<file path="src/rtl/tss_pkg.sv">
// ----------------------------------------------------------------------------
// tss_pkg: shared types and constants of the tabulated spectrum sampler
// Payload structs, status and mode codes, read address selects and the
// command/status bundles between controller and datapath.
// ----------------------------------------------------------------------------
`default_nettype none

package tss_pkg;

    // table and field sizes
    localparam int MAX_BOUNDARIES_DEF = 64;
    localparam int EN_W     = 32;            // boundary energy, eV
    localparam int FLUX_W   = 32;            // group flux
    localparam int FRAC_W   = 32;            // uniform 0.32 fraction
    localparam int CUM_W    = 38;            // cumulative sum
    localparam int IDX_W    = 6;             // entry index field
    localparam int BC_W     = 7;             // boundary count register
    localparam int ST_W     = 2;             // status field
    localparam int Q_W      = EN_W;          // interpolation quotient
    localparam int Q_CNT_W  = $clog2(Q_W);
    localparam int PROD_W   = EN_W + CUM_W;  // 32 x 38 product
    localparam int BC_MIN   = 2;

    localparam logic [BC_W-1:0] BC_RESET = BC_W'(2);

    // configuration port
    localparam int PADDR_W = 3;
    localparam int PDATA_W = 32;
    localparam logic REG_BOUNDARY_COUNT = 1'b0;

    // item mode
    localparam logic MODE_LOAD   = 1'b0;
    localparam logic MODE_SAMPLE = 1'b1;

    // result status
    localparam logic [ST_W-1:0] ST_OK    = 2'd0;
    localparam logic [ST_W-1:0] ST_LOAD  = 2'd1;
    localparam logic [ST_W-1:0] ST_EMPTY = 2'd2;

    // table read address select
    localparam logic [2:0] ADDR_LAST = 3'd0;  // last boundary in use
    localparam logic [2:0] ADDR_ZERO = 3'd1;
    localparam logic [2:0] ADDR_NEXT = 3'd2;  // k + 1
    localparam logic [2:0] ADDR_KM1  = 3'd3;  // k - 1
    localparam logic [2:0] ADDR_K    = 3'd4;

    typedef struct packed {
        logic              mode;
        logic [IDX_W-1:0]  entry_index;
        logic [EN_W-1:0]   boundary_energy;
        logic [FLUX_W-1:0] group_flux;
        logic [FRAC_W-1:0] uniform_fraction;
    } t_in_item;

    typedef struct packed {
        logic [EN_W-1:0] sampled_energy;
        logic [ST_W-1:0] status;
    } t_out_item;

    // controller to datapath
    typedef struct packed {
        logic            cap_item;
        logic            load_wr;
        logic            rd_en;
        logic [2:0]      rd_sel;
        logic            lat_total;
        logic            mul_sel;     // 0: fraction x total, 1: span x offset
        logic            mul_lo;
        logic            mul_hi;
        logic            lat_target;
        logic            k_clear;
        logic            k_first;
        logic            k_step;
        logic            k_pick;
        logic            lat_lo;
        logic            prep;
        logic            div_start;
        logic            emit;
        logic [ST_W-1:0] emit_status;
    } t_cmd;

    // datapath to controller
    typedef struct packed {
        logic total_zero;
        logic scan_hit;
        logic scan_last;
        logic lastne_zero;
        logic div_done;
    } t_sts;

endpackage

`default_nettype wire

</file>
<file path="src/rtl/tss_ctrl.sv">
// ----------------------------------------------------------------------------
// tss_ctrl: sampler controller
// Sequences loads, the total check, target product, bin scan, bin fetch,
// interpolation product and division, and issues the result word.
// ----------------------------------------------------------------------------
`default_nettype none

module tss_ctrl (
    input  wire logic           i_clk,
    input  wire logic           i_rst_n,
    input  wire logic           i_start,
    input  wire logic           i_mode,
    input  wire tss_pkg::t_sts  i_sts,
    output logic                o_busy,
    output tss_pkg::t_cmd       o_cmd
);

    localparam logic [3:0] S_IDLE       = 4'd0;
    localparam logic [3:0] S_LOAD       = 4'd1;
    localparam logic [3:0] S_TOT_RD     = 4'd2;
    localparam logic [3:0] S_TOT_CHK    = 4'd3;
    localparam logic [3:0] S_TMUL_LO    = 4'd4;
    localparam logic [3:0] S_TMUL_HI    = 4'd5;
    localparam logic [3:0] S_SCAN_RD    = 4'd6;
    localparam logic [3:0] S_SCAN_FIRST = 4'd7;
    localparam logic [3:0] S_SCAN       = 4'd8;
    localparam logic [3:0] S_FET_LO     = 4'd9;
    localparam logic [3:0] S_FET_MID    = 4'd10;
    localparam logic [3:0] S_FET_HI     = 4'd11;
    localparam logic [3:0] S_IMUL_LO    = 4'd12;
    localparam logic [3:0] S_IMUL_HI    = 4'd13;
    localparam logic [3:0] S_DIV_GO     = 4'd14;
    localparam logic [3:0] S_DIV        = 4'd15;

    logic [3:0] r_state;
    logic [3:0] n_state;

    // next state and commands
    always_comb begin
        n_state = r_state;
        o_cmd   = '0;
        unique case (r_state)
            S_IDLE: begin
                if (i_start) begin
                    o_cmd.cap_item = 1'b1;
                    n_state = (i_mode == tss_pkg::MODE_SAMPLE) ? S_TOT_RD : S_LOAD;
                end
            end
            S_LOAD: begin
                o_cmd.load_wr     = 1'b1;
                o_cmd.emit        = 1'b1;
                o_cmd.emit_status = tss_pkg::ST_LOAD;
                n_state = S_IDLE;
            end
            S_TOT_RD: begin
                o_cmd.rd_en  = 1'b1;
                o_cmd.rd_sel = tss_pkg::ADDR_LAST;
                n_state = S_TOT_CHK;
            end
            S_TOT_CHK: begin
                if (i_sts.total_zero) begin
                    o_cmd.emit        = 1'b1;
                    o_cmd.emit_status = tss_pkg::ST_EMPTY;
                    n_state = S_IDLE;
                end else begin
                    o_cmd.lat_total = 1'b1;
                    n_state = S_TMUL_LO;
                end
            end
            S_TMUL_LO: begin
                o_cmd.mul_lo = 1'b1;
                n_state = S_TMUL_HI;
            end
            S_TMUL_HI: begin
                o_cmd.mul_hi = 1'b1;
                n_state = S_SCAN_RD;
            end
            S_SCAN_RD: begin
                o_cmd.lat_target = 1'b1;
                o_cmd.k_clear    = 1'b1;
                o_cmd.rd_en      = 1'b1;
                o_cmd.rd_sel     = tss_pkg::ADDR_ZERO;
                n_state = S_SCAN_FIRST;
            end
            S_SCAN_FIRST: begin
                o_cmd.k_first = 1'b1;
                o_cmd.rd_en   = 1'b1;
                o_cmd.rd_sel  = tss_pkg::ADDR_NEXT;
                n_state = S_SCAN;
            end
            S_SCAN: begin
                // stop at the first bin holding the target, else fall back
                priority if (i_sts.scan_hit) begin
                    n_state = S_FET_LO;
                end else if (i_sts.scan_last) begin
                    if (i_sts.lastne_zero) begin
                        o_cmd.emit        = 1'b1;
                        o_cmd.emit_status = tss_pkg::ST_EMPTY;
                        n_state = S_IDLE;
                    end else begin
                        o_cmd.k_pick = 1'b1;
                        n_state = S_FET_LO;
                    end
                end else begin
                    o_cmd.k_step = 1'b1;
                    o_cmd.rd_en  = 1'b1;
                    o_cmd.rd_sel = tss_pkg::ADDR_NEXT;
                end
            end
            S_FET_LO: begin
                o_cmd.rd_en  = 1'b1;
                o_cmd.rd_sel = tss_pkg::ADDR_KM1;
                n_state = S_FET_MID;
            end
            S_FET_MID: begin
                o_cmd.lat_lo = 1'b1;
                o_cmd.rd_en  = 1'b1;
                o_cmd.rd_sel = tss_pkg::ADDR_K;
                n_state = S_FET_HI;
            end
            S_FET_HI: begin
                o_cmd.prep = 1'b1;
                n_state = S_IMUL_LO;
            end
            S_IMUL_LO: begin
                o_cmd.mul_sel = 1'b1;
                o_cmd.mul_lo  = 1'b1;
                n_state = S_IMUL_HI;
            end
            S_IMUL_HI: begin
                o_cmd.mul_sel = 1'b1;
                o_cmd.mul_hi  = 1'b1;
                n_state = S_DIV_GO;
            end
            S_DIV_GO: begin
                o_cmd.div_start = 1'b1;
                n_state = S_DIV;
            end
            S_DIV: begin
                if (i_sts.div_done) begin
                    o_cmd.emit        = 1'b1;
                    o_cmd.emit_status = tss_pkg::ST_OK;
                    n_state = S_IDLE;
                end
            end
        endcase
    end

    always_ff @(posedge i_clk) begin
        if (!i_rst_n) begin
            r_state <= S_IDLE;
        end else begin
            r_state <= n_state;
        end
    end

    assign o_busy = r_state != S_IDLE;

    // an accepted word keeps the block busy in the next cycle
    a_accept_busy: assert property (@(posedge i_clk) disable iff (!i_rst_n)
        (i_start && !o_busy) |=> o_busy)
        else $error("accepted word did not start work");

    // the divider finishes only while the controller waits on it
    a_div_done_state: assert property (@(posedge i_clk) disable iff (!i_rst_n)
        i_sts.div_done |-> (r_state == S_DIV))
        else $error("divider finished outside the divide wait");

endmodule

`default_nettype wire

</file>
<file path="config.mk">
export PLATFORM = sky130hd
export DESIGN_NAME = tss_ctrl
export DESIGN_NICKNAME = d
export VERILOG_FILES = /design/src/rtl/tss_pkg.sv /design/src/rtl/tss_ctrl.sv
export SDC_FILE = /design/constraint.sdc
export NUM_CORES = 1
export LEC_CHECK = 0
export ABC_AREA = 1
export ABC_CLOCK_PERIOD_IN_PS = 1900
export BUFFER_PORTS_ARGS = -buffer_cell sky130_fd_sc_hd__buf_2
export CAP_MARGIN = 10
export CORE_MARGIN = 2
export CORE_UTILIZATION = 35
export CTS_BUF_LIST = sky130_fd_sc_hd__clkbuf_2
export DETAILED_ROUTE_END_ITERATION = 8
export PLACE_DENSITY_LB_ADDON = 0.12
export SYNTH_ARGS = -nofsm -noshare
export SYNTH_HDL_FRONTEND = slang
export SYNTH_SLANG_ARGS = --single-unit
</file>
<file path="constraint.sdc">
create_clock -name i_clk -period 1.9 [get_ports i_clk]
set_input_delay 0.38 -clock i_clk [delete_from_list [all_inputs] [get_ports i_clk]]
set_output_delay 0.38 -clock i_clk [all_outputs]
set_load 0.005 [all_outputs]
</file>
== Word level (Yosys, flattened, before mapping) ==
Index checks and enable logic that the tools add are counted.

* $add $sub $neg: 0
* Multiply operators: 0
* Div/mod/pow operators: 0
* Order comparisons: 0
* Equality and inequality tests: 18
* Shifts and indexed selects: 0
* Muxes and demuxes: 35
* Bitwise logic cells: 0
* Reduce and logical (&&, ||, !) cells: 6

{| class="wikitable"
|+ Operator list
! cell !! number
|-
| one-hot mux 4 bit (16 select lines) || 1
|-
| equality test 4 bit (second input constant) || 8
|-
| 2-to-1 mux 4 bit || 7
|-
| one-hot mux 4 bit (6 select lines) || 1
|-
| 2-to-1 mux 3 bit || 6
|-
| equality test 4 x 3 -> 1 bit (second input constant) || 4
|-
| 2-to-1 mux 1 bit || 15
|-
| one-hot mux 3 bit (4 select lines) || 1
|-
| equality test 4 x 2 -> 1 bit (second input constant) || 2
|-
| 2-to-1 mux 2 bit || 4
|-
| OR reduction 2 bit || 3
|-
| equality test 4 x 1 -> 1 bit (second input constant) || 1
|-
| logical NOT 4 bit || 1
|-
| != test 2 bit (second input constant) || 2
|-
| nonzero test 4 bit || 1
|-
| != test 3 bit (second input constant) || 1
|-
| AND reduction 3 bit || 1
|}

* Register bits after elaboration: 4
* Latch bits: 0
* Memory bits (writable): 0
* Bits in read-only memories: 0
* Input port bits: 9
* Output and inout bits: 22
* Word-level logic and storage cells: 60
* Memories: 0

== Logic depth before layout (Yosys ltp) ==
Gate-level depths: netlist of run 1.

* Depth in word-level cells: 4
* Mapped depth: 8
* Mapped depth without buffers: 8

== Worst setup path after synthesis of run 1 ==
OpenSTA, ideal clock, no wires.

* Kind: reg-to-output
* Start: reg r_state[2]
* End: out o_cmd[10] (netlist name)
* Data arrival time: 991 ps
* Data required time: 1,520 ps
* Setup slack: 529 ps
* Cell stages (with the launch flop): 4
* Path buffers: 1
* Path through: dfxtp_1 > inv_1 > nor3_1 > buf_4

{| class="wikitable"
|+ RTL lines
! item !! RTL line !! text
|-
| from (decl) || tss_ctrl.sv:35 || <nowiki>logic [3:0] r_state;</nowiki>
|-
| from (signal assigned) || tss_ctrl.sv:153 || <nowiki>r_state <= n_state;</nowiki>
|-
| to (decl) || tss_ctrl.sv:15 || <nowiki>output tss_pkg::t_cmd o_cmd</nowiki>
|}

==> results.toml, run 1 <==
[worst_setup_path]
r2r_start = "r_state[1]"
critPathSlowestCell = "dfxtp_1"
crit_buf_inv = 2
cpMostUsedCell = "nand2_1"
cp.required_ps = 1520
reg2reg_setup_slack_ps = 640
cp.arrival_ps = 1390
startpoint_type = "register"
slowest_delay_ps = 430
worstPathMaxFanout = 6
r2r_cells = 7
worstSetupPathType = "register to output pin"
crit_path_cell_trace = "nand2_1 -> inv_1 -> nand2_1 -> nand3_2 -> o21bai_1 -> buf_2"
cp.depth = 6
crit_path_end_kind = "output pin"
path_delay_family = "flip-flops"
rr_endpoint = "r_state[0]"

[clock_network]
clock_latency_ps = 210
clk_pin_slew_ps = 40
cts_tree = "done"
cts_root_buf = "clkbuf_2"
post_cts_buffers = 0
numCtsBuffers = 3
cts_max_level = 1
clkSinkCount = 4
cts_max_path_buffers = 2

[global_route]
grt.overflow.total = 0
grt_pass1_wl_mm = 1.911
grt_pass1_vias = 508
grt_max_degree = 7
grtUsageTotal = 0.1771
antenna_found_initial = 0

[drt]
vias = 623
wl_mm = 1.291
firstDrtPassIters = 4
drc_errors = 0
wl_per_cell_um = 9.563
viasPerCell = 4.615
initialDrtViolationCount = 15
ant_nets = 0

[sta]
maxSlewViolCount = 0
relSlewSlack = 0.7796
finalSetupTns_ps = 0
period_share = 0.9302
max_slew.worst_pin.slew_ps = 328.1
fin_ws_ps = 132.6
fin_crit_ps = 1767
final-setup-viol-count = 0
max_freq_mhz = 565.8
rsz0062_at_grt = "false"
clock-skew-final_ps = 2.893
hold_viol = 0

[power]
finalPower_uw = 395.1
peakVddDrop_mv = 0.4981
power.leakage_uw = 0.0004589
power_density_mw_per_mm2 = 621.6

[logic_synthesis]
synth-seq-area-share = 0.1725
synth.most_common_cell = "inv_1"
synth-async-reset-ratio = 0
synth_nets = 98
synthTopCellsByCount = "21 x inv_1, 20 x nand2_1, 19 x nor2_1"
synth_cells = 89
syn_area_um2 = 464.2
synth_top_cell_by_area = "dfxtp_1"
ys_ff_latch = 4
synth_top_area_frac = 0.1725
ys.flop_type = "dfxtp_1"
synth-edff-count = 0
synth_area_leaders = "dfxtp_1 17%, inv_1 17%, nand2_1 16%"
yosys_warnings = 0
syn_avg_cell_area_um2 = 5.216
post_synth_num_cell_types = 19

[die]
fp.dieH_um = 40.42
start_util = 0.3659
num_rows = 13
die_w_um = 40.42
coreArea_mm2 = 0.001269
die-area_mm2 = 0.001634
ioPinCount = 31

[final_layout]
top_regs = "r_state x4"
antenna-diode-count = 0
syn_to_final_growth_pct = 36.93
regMostFlops = "r_state"
n_fill_cell = 151
drive_gt1_frac = 0.3417
largest_register_ffs = 4
nNetsFinal = 131

[placed_design]
place.gp.congestion = 0.8026
dp_slack_ps = 340.2
hpwl_mm = 1.148
numPortBuffers = 30

[worst_hold_path]
holdPathStages = 3
min-delay-start = "i_rst_n"
whs_endpoint = "r_state[2]"
hp-class = "input port to register"

[outcome]
status = "completed"

[run]
drv_cap = 0
worst max-delay path by stage:
stage	startpoint	endpoint	slack (ps)
final	r_state[1]	o_cmd[18]	130
after global routing	r_state[1]	o_cmd[18]	9
after CTS	r_state[1]	o_cmd[18]	110
after detailed placement	r_state[1]	o_cmd[18]	340
after global placement	r_state[1]	o_cmd[18]	340
after floorplan	r_state[2]	o_cmd[10]	530
tightest hold or removal path, cell delays in order:
cell and delay (ps):
buf_2 110, nand2_1 50, inv_1 40
cells in the final DEF (no fill, tap or decap), drive strengths merged:
cell type  instances
buf               30
inv               23
nor2              22
nand2             21
nand3              5
dfxtp              4
nor3               3
a21oi              3
clkbuf             3
o21bai             1
nor4               1
o211ai             1
a31oi              1
o21ai              1
o2111ai            1
kinds of logic after synthesis:
family | count (synthesis) | synth area share
flops | 4 | 0.1725
simple gates | 52 | 0.5014
compound gates | 8 | 0.1078
buf+inv | 25 | 0.2183
cell type report:
class	count	area, um2	area share
Multi-Input combinational cell	60	285.3	0.4488
Sequential cell	4	80.08	0.1260
Timing Repair Buffer	30	150.1	0.2362
Clock buffer	3	15.01	0.02362
Tap cell	15	18.77	0.02953
Inverter	23	86.33	0.1358
report_power, final:
part           switching [uW]  internal [uW]  total, uW
logic                     123           79.3        202
clock network            34.1           42.4       76.5
registers                18.1           98.2        116
total                     175            220        395
layer usage:
layer  GRT usage  up-vias  share of wire
li1            -      329              -
met1      0.1934      271           0.44
met2      0.3254       19           0.49
met3     0.01667        4          0.056
met4      0.1000        0          0.015
met5           0        -              0
stage by stage:
stage            util  cells  cell area, um2  hold slack [ps]
6_report       0.5010    135           635.6            397.2
5_1_grt        0.5010    135           635.6            424.1
4_1_cts        0.4990    135           633.1            392.9
3_5_place_dp   0.4872    132           618.1            562.4
3_3_place_gp   0.4872    132           618.1            553.9
2_1_floorplan       -     89           464.2            477.6
what timing repair did:
action | in CTS | in global routing
gates resized for setup | 0 | 1
endpoints found under the hold margin | 0 | 0
endpoints found under the setup margin | 0 | 1
hold buffers | 0 | 0
Power figures use the tool's default switching activity.
==> run 2: changes to the inputs <==
--- a/config.mk
+++ b/config.mk
@@ -11,7 +11,7 @@
 export CAP_MARGIN = 10
 export CORE_MARGIN = 2
 export CORE_UTILIZATION = 35
-export CTS_BUF_LIST = sky130_fd_sc_hd__clkbuf_2
+export CTS_BUF_LIST = sky130_fd_sc_hd__clkbuf_16
 export DETAILED_ROUTE_END_ITERATION = 8
 export PLACE_DENSITY_LB_ADDON = 0.12
 export SYNTH_ARGS = -nofsm -noshare
==> results.toml, run 2 (synthesis gave the netlist of run 1 again) <==
[final_layout]
drive_gt1_frac = 0.3417
top_regs = "r_state x4"
layout_common_cells = "30 x buf_2, 21 x inv_1, 20 x nand2_1"
layout_commonest_cell = "buf_2"
final_util = 0.5483
finalNonFillerCells = 135
largest_register_ffs = 4
regMostFlops = "r_state"
nNetsFinal = 131
antenna-diode-count = 0
syn_to_final_growth_pct = 49.87

[global_route]
grt.overflow.total = 0
antenna_found_initial = 0
grt_pass1_vias = 510
grtUsageTotal = 0.1827
grt_max_degree = 7
grt_pass1_wl_mm = 1.945

[worst_setup_path]
r2r_start = "r_state[1]"
worstPathMaxFanout = 6
crit_path_end_kind = "output pin"
crit_buf_inv = 2
worstSetupPathType = "register to output pin"
cp.arrival_ps = 1400
path_delay_family = "flip-flops"
startpoint_type = "register"
crit_path_cell_trace = "nand2_1 -> inv_1 -> nand2_1 -> nand3_2 -> o21bai_1 -> buf_2"
cpMostUsedCell = "nand2_1"
slowest_delay_ps = 430
r2r_cells = 7
cp.required_ps = 1520
rr_endpoint = "r_state[0]"
critPathSlowestCell = "dfxtp_1"
reg2reg_setup_slack_ps = 640

[clock_network]
cts_max_path_buffers = 2
numCtsBuffers = 3
cts_root_buf = "clkbuf_16"
clk_pin_slew_ps = 30
cts_tree = "done"
cts_max_level = 1
clkSinkCount = 4
clock_latency_ps = 220
post_cts_buffers = 0

[drt]
wl_per_cell_um = 9.622
drc_errors = 0
ant_nets = 0
viasPerCell = 4.637
wl_mm = 1.299
firstDrtPassIters = 4
initialDrtViolationCount = 15
vias = 626

[placed_design]
place.gp.congestion = 0.8026
dp_cells = 132
numPortBuffers = 30
hpwl_mm = 1.148

[power]
p_comb_frac = 0.316
power_frac_seq = 0.182
p_switching_uw = 195.6
peakVddDrop_mv = 0.5813
swShare = 0.3048
power_density_mw_per_mm2 = 922.5
power.leakage_uw = 0.0004834
p_clk_frac = 0.503
internal_power_uw = 446.1

[worst_hold_path]
hp-class = "input port to register"
min-delay-start = "i_rst_n"
holdPathStages = 3
whs_endpoint = "r_state[2]"

[sta]
clock-skew-final_ps = 0.6601
maxSlewViolCount = 0
period_share = 0.9367
relSlewSlack = 0.7796
max_freq_mhz = 561.9
hold_viol = 0
rsz0062_at_grt = "false"
fin_crit_ps = 1780
max_slew.worst_pin.slew_ps = 328.1
finalSetupTns_ps = 0
final-setup-viol-count = 0

[die]
ioPinCount = 31
die-area_mm2 = 0.001634
num_rows = 13
start_util = 0.3659
fp.dieH_um = 40.42
coreArea_mm2 = 0.001269
die_w_um = 40.42

[outcome]
status = "completed"

[run]
drv_cap = 0
==> run 2: layout make-up <==
type                    count  area (um2)
fillers                   140       573.1
inverters                  23       86.33
repair buffers             30       150.1
clock buffers               3       75.07
multi-input cells          60       285.3
flip-flops and latches      4       80.08
well taps                  15       18.77
==> run 2: per-layer routing <==
metal  vias to the layer above  share of wire  GRT usage
li1                        329              -          -
met1                       274           0.44     0.1934
met2                        19           0.48     0.3333
met5                         -              0          0
met4                         0          0.015     0.1000
met3                         4          0.059    0.03333
==> run 2: worst max-delay path by stage <==
| stage | endpoint | cells after the start | from | slack (ps) |
|---|---|---|---|---|
| floorplan | o_cmd[10] | 3 | r_state[2] | 530 |
| global placement | o_cmd[18] | 7 | r_state[1] | 340 |
| detailed placement | o_cmd[18] | 7 | r_state[1] | 340 |
| CTS | o_cmd[18] | 7 | r_state[1] | 100 |
| global route | o_cmd[18] | 6 | r_state[1] | 10 |
| finish | o_cmd[18] | 6 | r_state[1] | 120 |
==> run 2: per-stage QoR <==
step                instance area [um2]  hold slack, ps  setup WS [ps]  power (uW)
floorplan                         464.2           477.6          529.1       248.9
global placement                  618.1           553.9          342.5       318.7
detailed placement                618.1           562.4          340.2       317.0
CTS                               693.2           397.1          103.2       642.1
global route                      695.7           418.8          10.10       689.6
finish                            695.7           393.1          120.3       641.7
==> run 2: power by group through the flow <==
stage               clock, uW  combinational [uW]  sequential (uW)
floorplan                   0                 137              111
global placement            0                 204              114
detailed placement          0                 202              115
CTS                       325                 203              114
global route              335                 237              117
finish                    322                 203              117
==> run 2: worst reg2reg max path, delay by kind of cell (launching register included) <==
family           cells  cell delay [ps]
flip-flops           1              430
AO/OA/AOI/OAI        1               60
AND/OR/NAND/NOR      6              660
==> run 2: repair_timing <==
action,4_1_cts,5_1_grt
hold buffers,0,0
resized for setup,0,1
endpoints found under the setup margin,0,1
